==> config.mk <==
export PLATFORM = sky130hd
export DESIGN_NAME = address_range_translation_table_core_flat
export DESIGN_NICKNAME = d
export VERILOG_FILES = /design/src/arat_pkg.sv /design/src/arat_if.sv /design/src/address_range_translation_table_core.sv /design/src/arat_ctrl.sv /design/src/arat_datapath.sv /design/src/flat_wrapper.sv
export SDC_FILE = /design/constraint.sdc
export NUM_CORES = 2
export LEC_CHECK = 0
export BUFFER_PORTS_ARGS = -buffer_cell sky130_fd_sc_hd__buf_2
export CAP_MARGIN = 20
export CORE_MARGIN = 2
export CORE_UTILIZATION = 35
export CTS_BUF_LIST = sky130_fd_sc_hd__clkbuf_16
export DETAILED_ROUTE_END_ITERATION = 7
export GPL_ROUTABILITY_DRIVEN = 1
export PLACE_DENSITY = 0.52
export SLEW_MARGIN = 10
export SYNTH_ARGS = -nofsm -noshare
export SYNTH_HDL_FRONTEND = slang
export SYNTH_SLANG_ARGS = --single-unit
==> constraint.sdc <==
create_clock -name clk -period 28.4 [get_ports clk]
set_input_delay 2.84 -clock clk [delete_from_list [all_inputs] [get_ports clk]]
set_output_delay 2.84 -clock clk [all_outputs]
set_load 0.01 [all_outputs]
==> src/arat_pkg.sv <==
`default_nettype none

package arat_pkg;

    // Request modes
    localparam logic [1:0] MODE_ADD       = 2'd0;
    localparam logic [1:0] MODE_REMOVE    = 2'd1;
    localparam logic [1:0] MODE_TRANSLATE = 2'd2;

    // Result status codes
    localparam logic [1:0] ST_OK        = 2'd0;
    localparam logic [1:0] ST_NOT_FOUND = 2'd1;
    localparam logic [1:0] ST_FULL      = 2'd2;
    localparam logic [1:0] ST_DUPLICATE = 2'd3;

    // One stored mapping
    typedef struct packed {
        logic [63:0] device_base;
        logic [63:0] span_length;
        logic [63:0] host_base;
    } entry_t;

    // Controller to datapath commands
    typedef struct packed {
        logic load_req;  // capture request item, clear scan results
        logic scan_rd;   // read one table entry at the scan index
        logic commit;    // apply table update and load the result register
    } dp_cmd_t;

    // Datapath to controller status
    typedef struct packed {
        logic out_free;  // result register can take a new item this cycle
    } dp_status_t;

endpackage

`default_nettype wire

==> src/arat_if.sv <==
`default_nettype none

interface arat_req_if;
    logic        valid;
    logic        ready;
    logic [1:0]  mode;
    logic [63:0] address;
    logic [63:0] span_length;
    logic [63:0] host_base;

    modport source (output valid, output mode, output address, output span_length,
                    output host_base, input ready);
    modport sink (input valid, input mode, input address, input span_length,
                  input host_base, output ready);
endinterface

interface arat_rsp_if;
    logic        valid;
    logic        ready;
    logic [63:0] host_address;
    logic [1:0]  status;

    modport source (output valid, output host_address, output status, input ready);
    modport sink (input valid, input host_address, input status, output ready);
endinterface

`default_nettype wire

==> src/address_range_translation_table_core.sv <==
`default_nettype none

// Address range translation table. Holds up to TABLE_ENTRIES mappings of
// device base, length and host base. Each request item (add, remove or
// translate) gives exactly one result item with a host address and a status
// (ok, not found, table full, duplicate base). On translate the lowest
// containing device base wins and the host address is host base plus offset.
// The table lives in a memory with one write and one registered read port
// that is walked one entry per cycle; each item is checked against every entry
// and its result committed to the output register before the next item can
// be accepted. A finished result waits in the output register while the
// next item is already accepted and scanned.
module address_range_translation_table_core #(
    parameter int TABLE_ENTRIES = 16
) (
    input  wire logic    clk,
    input  wire logic    rst_n,
    arat_req_if.sink     req,
    arat_rsp_if.source   rsp
);

    localparam int IDX_W = (TABLE_ENTRIES > 1) ? $clog2(TABLE_ENTRIES) : 1;

    arat_pkg::dp_cmd_t    cmd;
    arat_pkg::dp_status_t status;
    logic [IDX_W-1:0]     rd_idx;
    logic                 req_ready;

    arat_ctrl #(
        .TABLE_ENTRIES (TABLE_ENTRIES)
    ) u_ctrl (
        .clk       (clk),
        .rst_n     (rst_n),
        .req_valid (req.valid),
        .req_ready (req_ready),
        .status    (status),
        .cmd       (cmd),
        .rd_idx    (rd_idx)
    );

    arat_datapath #(
        .TABLE_ENTRIES (TABLE_ENTRIES)
    ) u_datapath (
        .clk          (clk),
        .rst_n        (rst_n),
        .cmd          (cmd),
        .rd_idx       (rd_idx),
        .status       (status),
        .mode         (req.mode),
        .address      (req.address),
        .span_length  (req.span_length),
        .host_base    (req.host_base),
        .rsp_valid    (rsp.valid),
        .rsp_ready    (rsp.ready),
        .host_address (rsp.host_address),
        .rsp_status   (rsp.status)
    );

    assign req.ready = req_ready;

endmodule

`default_nettype wire

==> src/arat_ctrl.sv <==
`default_nettype none

module arat_ctrl #(
    parameter int TABLE_ENTRIES = 16
) (
    input  wire logic                clk,
    input  wire logic                rst_n,
    input  wire logic                req_valid,
    output logic                     req_ready,
    input  arat_pkg::dp_status_t     status,
    output arat_pkg::dp_cmd_t        cmd,
    output logic [((TABLE_ENTRIES > 1) ? $clog2(TABLE_ENTRIES) : 1)-1:0] rd_idx
);

    localparam int IDX_W = (TABLE_ENTRIES > 1) ? $clog2(TABLE_ENTRIES) : 1;
    localparam logic [IDX_W-1:0] LAST_IDX = IDX_W'(TABLE_ENTRIES - 1);

    localparam logic [1:0] S_IDLE   = 2'd0;
    localparam logic [1:0] S_SCAN   = 2'd1;
    localparam logic [1:0] S_LAST   = 2'd2;
    localparam logic [1:0] S_FINISH = 2'd3;

    logic [1:0]       state_reg, state_next;
    logic [IDX_W-1:0] rd_idx_reg, rd_idx_next;

    // Sequence: take item, read every entry, check the last one, commit
    always_comb
    begin
        state_next  = state_reg;
        rd_idx_next = rd_idx_reg;
        unique case (state_reg)
            S_IDLE:
            begin
                if (req_valid)
                begin
                    state_next  = S_SCAN;
                    rd_idx_next = '0;
                end
            end
            S_SCAN:
            begin
                if (rd_idx_reg == LAST_IDX)
                    state_next = S_LAST;
                else
                    rd_idx_next = rd_idx_reg + 1'b1;
            end
            S_LAST:
            begin
                state_next = S_FINISH;
            end
            S_FINISH:
            begin
                if (status.out_free)
                    state_next = S_IDLE;
            end
            default:
            begin
                state_next = S_IDLE;
            end
        endcase
    end

    always_ff @(posedge clk or negedge rst_n)
    begin
        if (!rst_n)
        begin
            state_reg  <= S_IDLE;
            rd_idx_reg <= '0;
        end
        else
        begin
            state_reg  <= state_next;
            rd_idx_reg <= rd_idx_next;
        end
    end

    // Drive handshake and datapath commands
    assign req_ready    = (state_reg == S_IDLE);
    assign cmd.load_req = (state_reg == S_IDLE) && req_valid;
    assign cmd.scan_rd  = (state_reg == S_SCAN);
    assign cmd.commit   = (state_reg == S_FINISH) && status.out_free;
    assign rd_idx       = rd_idx_reg;

endmodule

`default_nettype wire

==> src/arat_datapath.sv <==
`default_nettype none

module arat_datapath #(
    parameter int TABLE_ENTRIES = 16
) (
    input  wire logic                clk,
    input  wire logic                rst_n,
    input  arat_pkg::dp_cmd_t        cmd,
    input  wire logic [((TABLE_ENTRIES > 1) ? $clog2(TABLE_ENTRIES) : 1)-1:0] rd_idx,
    output arat_pkg::dp_status_t     status,
    input  wire logic [1:0]          mode,
    input  wire logic [63:0]         address,
    input  wire logic [63:0]         span_length,
    input  wire logic [63:0]         host_base,
    output logic                     rsp_valid,
    input  wire logic                rsp_ready,
    output logic [63:0]              host_address,
    output logic [1:0]               rsp_status
);

    localparam int IDX_W = (TABLE_ENTRIES > 1) ? $clog2(TABLE_ENTRIES) : 1;

    // Table storage and valid bits
    arat_pkg::entry_t         mem [TABLE_ENTRIES];
    arat_pkg::entry_t         rdata_reg;
    logic [TABLE_ENTRIES-1:0] entry_valid_reg, entry_valid_next;

    // Captured request
    logic [1:0]  req_mode_reg;
    logic [63:0] req_addr_reg;
    logic [63:0] req_len_reg;
    logic [63:0] req_host_reg;

    // Check stage tag
    logic             chk_valid_reg;
    logic [IDX_W-1:0] chk_idx_reg;

    // Scan results
    logic             found_reg, found_next;
    logic [IDX_W-1:0] found_idx_reg, found_idx_next;
    logic             free_found_reg, free_found_next;
    logic [IDX_W-1:0] free_idx_reg, free_idx_next;
    logic             best_valid_reg, best_valid_next;
    logic [63:0]      best_base_reg, best_base_next;
    logic [63:0]      best_off_reg, best_off_next;
    logic [63:0]      best_host_reg, best_host_next;

    // Result register
    logic        out_valid_reg, out_valid_next;
    logic [63:0] out_host_reg, out_host_next;
    logic [1:0]  out_status_reg, out_status_next;

    logic        mem_we;
    logic        ent_live;
    logic [64:0] diff;
    logic        in_range;
    logic        better;

    // Capture request item
    always_ff @(posedge clk)
    begin
        if (cmd.load_req)
        begin
            req_mode_reg <= mode;
            req_addr_reg <= address;
            req_len_reg  <= span_length;
            req_host_reg <= host_base;
        end
    end

    // Table memory: one write port, one registered read port
    always_ff @(posedge clk)
    begin
        if (mem_we)
            mem[free_idx_reg] <= '{device_base: req_addr_reg,
                                   span_length: req_len_reg,
                                   host_base:   req_host_reg};
    end

    always_ff @(posedge clk)
    begin
        if (cmd.scan_rd)
            rdata_reg <= mem[rd_idx];
    end

    // Track which entry the read data belongs to
    always_ff @(posedge clk or negedge rst_n)
    begin
        if (!rst_n)
        begin
            chk_valid_reg <= 1'b0;
            chk_idx_reg   <= '0;
        end
        else
        begin
            chk_valid_reg <= cmd.scan_rd;
            chk_idx_reg   <= rd_idx;
        end
    end

    // Compare the entry in the check stage
    assign ent_live = chk_valid_reg && entry_valid_reg[chk_idx_reg];
    assign diff     = {1'b0, req_addr_reg} - {1'b0, rdata_reg.device_base};
    assign in_range = !diff[64] && (diff[63:0] < rdata_reg.span_length);
    assign better   = !best_valid_reg || (rdata_reg.device_base < best_base_reg);

    // Accumulate base match, free slot and lowest containing range
    always_comb
    begin
        found_next      = found_reg;
        found_idx_next  = found_idx_reg;
        free_found_next = free_found_reg;
        free_idx_next   = free_idx_reg;
        best_valid_next = best_valid_reg;
        best_base_next  = best_base_reg;
        best_off_next   = best_off_reg;
        best_host_next  = best_host_reg;
        if (cmd.load_req)
        begin
            found_next      = 1'b0;
            free_found_next = 1'b0;
            best_valid_next = 1'b0;
        end
        else
        begin
            if (ent_live && !found_reg && (rdata_reg.device_base == req_addr_reg))
            begin
                found_next     = 1'b1;
                found_idx_next = chk_idx_reg;
            end
            if (chk_valid_reg && !entry_valid_reg[chk_idx_reg] && !free_found_reg)
            begin
                free_found_next = 1'b1;
                free_idx_next   = chk_idx_reg;
            end
            if (ent_live && in_range && better)
            begin
                best_valid_next = 1'b1;
                best_base_next  = rdata_reg.device_base;
                best_off_next   = diff[63:0];
                best_host_next  = rdata_reg.host_base;
            end
        end
    end

    always_ff @(posedge clk or negedge rst_n)
    begin
        if (!rst_n)
        begin
            found_reg      <= 1'b0;
            free_found_reg <= 1'b0;
            best_valid_reg <= 1'b0;
        end
        else
        begin
            found_reg      <= found_next;
            free_found_reg <= free_found_next;
            best_valid_reg <= best_valid_next;
        end
    end

    always_ff @(posedge clk)
    begin
        found_idx_reg <= found_idx_next;
        free_idx_reg  <= free_idx_next;
        best_base_reg <= best_base_next;
        best_off_reg  <= best_off_next;
        best_host_reg <= best_host_next;
    end

    // Commit: update the table and form the result
    always_comb
    begin
        entry_valid_next = entry_valid_reg;
        mem_we           = 1'b0;
        out_host_next    = out_host_reg;
        out_status_next  = out_status_reg;
        if (cmd.commit)
        begin
            out_host_next   = '0;
            out_status_next = arat_pkg::ST_NOT_FOUND;
            unique case (req_mode_reg)
                arat_pkg::MODE_ADD:
                begin
                    if (found_reg)
                        out_status_next = arat_pkg::ST_DUPLICATE;
                    else if (free_found_reg)
                    begin
                        mem_we                         = 1'b1;
                        entry_valid_next[free_idx_reg] = 1'b1;
                        out_status_next                = arat_pkg::ST_OK;
                    end
                    else
                        out_status_next = arat_pkg::ST_FULL;
                end
                arat_pkg::MODE_REMOVE:
                begin
                    if (found_reg)
                    begin
                        entry_valid_next[found_idx_reg] = 1'b0;
                        out_status_next                 = arat_pkg::ST_OK;
                    end
                end
                arat_pkg::MODE_TRANSLATE:
                begin
                    if (best_valid_reg)
                    begin
                        out_host_next   = best_host_reg + best_off_reg;
                        out_status_next = arat_pkg::ST_OK;
                    end
                end
                default:
                begin
                    out_status_next = arat_pkg::ST_NOT_FOUND;
                end
            endcase
        end
    end

    // Hold the result until taken
    always_comb
    begin
        if (cmd.commit)
            out_valid_next = 1'b1;
        else if (rsp_ready)
            out_valid_next = 1'b0;
        else
            out_valid_next = out_valid_reg;
    end

    always_ff @(posedge clk or negedge rst_n)
    begin
        if (!rst_n)
        begin
            entry_valid_reg <= '0;
            out_valid_reg   <= 1'b0;
        end
        else
        begin
            entry_valid_reg <= entry_valid_next;
            out_valid_reg   <= out_valid_next;
        end
    end

    always_ff @(posedge clk)
    begin
        out_host_reg   <= out_host_next;
        out_status_reg <= out_status_next;
    end

    assign status.out_free = !out_valid_reg || rsp_ready;
    assign rsp_valid       = out_valid_reg;
    assign host_address    = out_host_reg;
    assign rsp_status      = out_status_reg;

endmodule

`default_nettype wire

==> src/flat_wrapper.sv <==
// flat-port wrapper written by rule: the top's interface ports become plain ports
module address_range_translation_table_core_flat 
#(
    parameter int TABLE_ENTRIES = 16
)
  (clk, rst_n, req_valid, req_mode, req_address, req_span_length, req_host_base, req_ready, rsp_valid, rsp_host_address, rsp_status, rsp_ready);
  arat_req_if req_i ();
  arat_rsp_if rsp_i ();
  input  wire logic clk;
  input  wire logic rst_n;
  input wire logic [$bits(req_i.valid)-1:0] req_valid;
  input wire logic [$bits(req_i.mode)-1:0] req_mode;
  input wire logic [$bits(req_i.address)-1:0] req_address;
  input wire logic [$bits(req_i.span_length)-1:0] req_span_length;
  input wire logic [$bits(req_i.host_base)-1:0] req_host_base;
  output wire logic [$bits(req_i.ready)-1:0] req_ready;
  output wire logic [$bits(rsp_i.valid)-1:0] rsp_valid;
  output wire logic [$bits(rsp_i.host_address)-1:0] rsp_host_address;
  output wire logic [$bits(rsp_i.status)-1:0] rsp_status;
  input wire logic [$bits(rsp_i.ready)-1:0] rsp_ready;
  assign req_i.valid = req_valid;
  assign req_i.mode = req_mode;
  assign req_i.address = req_address;
  assign req_i.span_length = req_span_length;
  assign req_i.host_base = req_host_base;
  assign req_ready = req_i.ready;
  assign rsp_valid = rsp_i.valid;
  assign rsp_host_address = rsp_i.host_address;
  assign rsp_status = rsp_i.status;
  assign rsp_i.ready = rsp_ready;
  address_range_translation_table_core #(.TABLE_ENTRIES(TABLE_ENTRIES)) u_core (.clk(clk), .rst_n(rst_n), .req(req_i), .rsp(rsp_i));
endmodule
==> reports/qor.yml <==
worstPathRequired_ps: 28990
max_freq_mhz: 125
cts_setup_buffers: 0
min_path_cells: 0
num_rows: 239
fin_cells: 14600
syn_area_um2: 149000
crit_path_start_kind: "flop"
die_w_um: 656
timing.rr.start: "u_core.u_datapath.req_addr_reg[0]"
worstRegToRegCells: 25
synth_edf_count: 3724
post_cts_resized: 0
cts_buffers: 397
place_congestion: 0.888
crit_arrival_ps: 8570
synth.avg_cell_area_um2: 18.2
cts.sinks: 3755
worst_path_max_delay_cell: "o21ai_0"
synth_top_area_share_pct: 75.1
worstSetupPathType: "flop to flop"
slew_headroom_pct: 18.2
tightest_slew_ps: 1230
ioPinCount: 266
grt_pass1_wl_mm: 612
core-area_um2: 424000
clock_skew_ps: 76.7
timing.critical_path.mode_cell: "a21oi_1"
synth_fp_nets: 8620
drtIter0Drc: 7743
syn_inst: 8162
drive_gt1_share_pct: 17.6
hp-start: "u_core.u_datapath.rdata_reg[54]"
path_delay_family: "compound AO/OA/AOI/OAI gates"
crit_path_end_kind: "flop"
status: "complete, no violations"
max_stage_delay_ps: 820
via_per_inst: 5.39
power_density_nw_per_um2: 87.7
reg2reg_to: "u_core.u_datapath.best_base_reg[4]"
yosys_register_bits: 3755
overflow: 0
grt_antenna_before_repair: 39
yosysTopAreaCell: "edfxtp_1"
drv_slew: 0
ys_top_cells_by_area: "edfxtp_1, mux4_2, mux2i_1"
grt_usage_pct: 19.7
hold-path-endpoint: "u_core.u_datapath.best_host_reg[54]"
ir_drop_v: 0.0000727
grt_pass1_vias: 79600
yosysWarnings: 0
nets: 9074
cts-root-buf: "clkbuf_16"
drc: 0
setup_viol_count_final: 0
yosys_most_used_dff: "edfxtp_1"
vias: 78700
synth.distinct_cells: 80
maxCapViolCount: 0
hold_path.class: "flop to flop"
worst-path-buf-inv: 4
dr.pass1.iters: 5
ant_nets: 0
period_minus_slack_ps: 7980
largest_register_ffs: 3072
tns_ps: 0
htree_levels: 5
fp.dieH_um: 656
place_inst: 13900
leakagePower_uw: 0.0554
clockBufferDepth: 4
clk_latency_ps: 980
dpl-instance-area_um2: 158000
hold_viol_final: 0
wire_per_inst_um: 29.8
rrSetupSlack_ps: 20420
ys_seq_area_share_pct: 75.6
start_util_pct: 35.1
syn_to_final_growth_pct: 14.0
dp_hpwl_mm: 251
cts_tree: "yes"
grt_max_degree: 114
dieArea_um2: 431000
clk_pin_slew_ps: 60
ys_async_sr_fraction_pct: 0.826
rsz0062_at_grt: "false"
crit_path_max_fanout: 62
ctsHoldBuffers: 0
fin_crit_sh_pct: 28.1
fin_area_um2: 170000
wl_mm: 436
port-buffer-count: 265
-- routing by layer --
layer	vias up	wire, um	track usage, %
met1	41700	188000	26.9
met2	2505	211000	32.9
li1	33900	-	-
met5	-	0	0
met4	0	15500	6.63
met3	601	21700	2.30
-- layout by cell type (no fill, tap or decap), types with 10 or more instances in the layout --
cell type      n
mux4_2       389
o21bai_1      25
a21oi_1      388
nand3_1       42
a211oi_1      17
xor2_1        41
mux2_2       192
nor2_1       162
o21a_1        11
nor2b_1       25
nand4_1       49
buf_4        131
dfrtp_1       27
inv_1        323
clkinv_2      62
ha_1         257
buf_2        265
a221oi_1     197
mux2i_1      582
clkinv_1     113
clkinvlp_4    10
clkbuf_16    400
bufinv_16     21
a22oi_1      192
nor3_1        29
nand2_1      319
a31oi_1       25
a21o_1       104
nor2_4        15
o21ai_0      489
diode_2       16
xnor2_1       70
edfxtp_1    3724
and3_1        20
buf_12        22
nand2b_1      24
-- cells in the mapped netlist, drive strengths merged (5+ instances only) --
cell	count
xor2	41
a22oi	192
o31a	6
o211ai	10
a211oi	18
nor3	35
a31o	5
and2	8
mux2i	582
clkbuf	274
nor4	9
nor3b	5
inv	233
dfrtp	31
ha	258
and3	20
or4	7
o31ai	6
buf	89
mux4	389
a21o	104
nor2b	25
a221oi	197
mux2	192
nand2	321
a211o	5
a31oi	25
a311oi	7
edfxtp	3724
o21a	11
nand3	42
nand2b	24
or3	8
o21ai	494
nand4	49
nor2	177
a21oi	388
xnor2	70
a21boi	5
o21bai	25
-- cell families after synthesis --
group           count (synthesis)  share of synthesized area, %
flops                        3755                          75.6
compound gates               1529                          6.49
simple gates                  748                          2.29
buf+inv                       596                          1.51
xor+xnor                      111                         0.653
mux                          1163                          11.2
fa+ha+maj                     260                          2.19
-- metrics by stage --
step | util [%] | hold slack, ps | power [uW] | worst slack (ps)
floorplan | - | 352 | 8870 | 10740
global placement | 37.2 | 406 | 10100 | 20170
detailed placement | 37.2 | 405 | 10100 | 20500
CTS | 40.1 | 419 | 15000 | 20430
global route | 40.1 | 424 | 15500 | 19880
finish | 40.1 | 418 | 14900 | 20420
-- report_power, final --
part           switching [uW]  internal (uW)  total, uW
Combinational            1810           1100       2910
Sequential                417           6660       7080
Clock                    2160           2740       4900
-- final cells by class --
type | count | area (um2)
inverters | 233 | 883
flip-flops and latches | 3755 | 113000
clock inverters | 321 | 2170
well taps | 5663 | 7090
multi-input cells | 3811 | 34200
fillers | 37900 | 254000
repair buffers | 418 | 2750
diodes | 16 | 40.0
clock buffers | 400 | 10000
-- how the worst max path moves through the flow --
stage                                       from                             endpoint  slack [ps]  depth (start not counted)
6_report       u_core.u_datapath.req_addr_reg[0]   u_core.u_datapath.best_base_reg[4]       20420                         25
5_1_grt        u_core.u_datapath.req_addr_reg[0]   u_core.u_datapath.best_base_reg[4]       19880                         25
4_1_cts        u_core.u_datapath.req_addr_reg[0]  u_core.u_datapath.best_base_reg[31]       20430                         25
3_5_place_dp   u_core.u_datapath.req_addr_reg[0]  u_core.u_datapath.best_base_reg[11]       20500                         25
3_3_place_gp   u_core.u_datapath.req_addr_reg[0]   u_core.u_datapath.best_base_reg[6]       20170                         25
2_1_floorplan                          rsp_ready         u_core.u_datapath.mem[12][0]       10740                          5
Power figures use the tool's default switching activity.
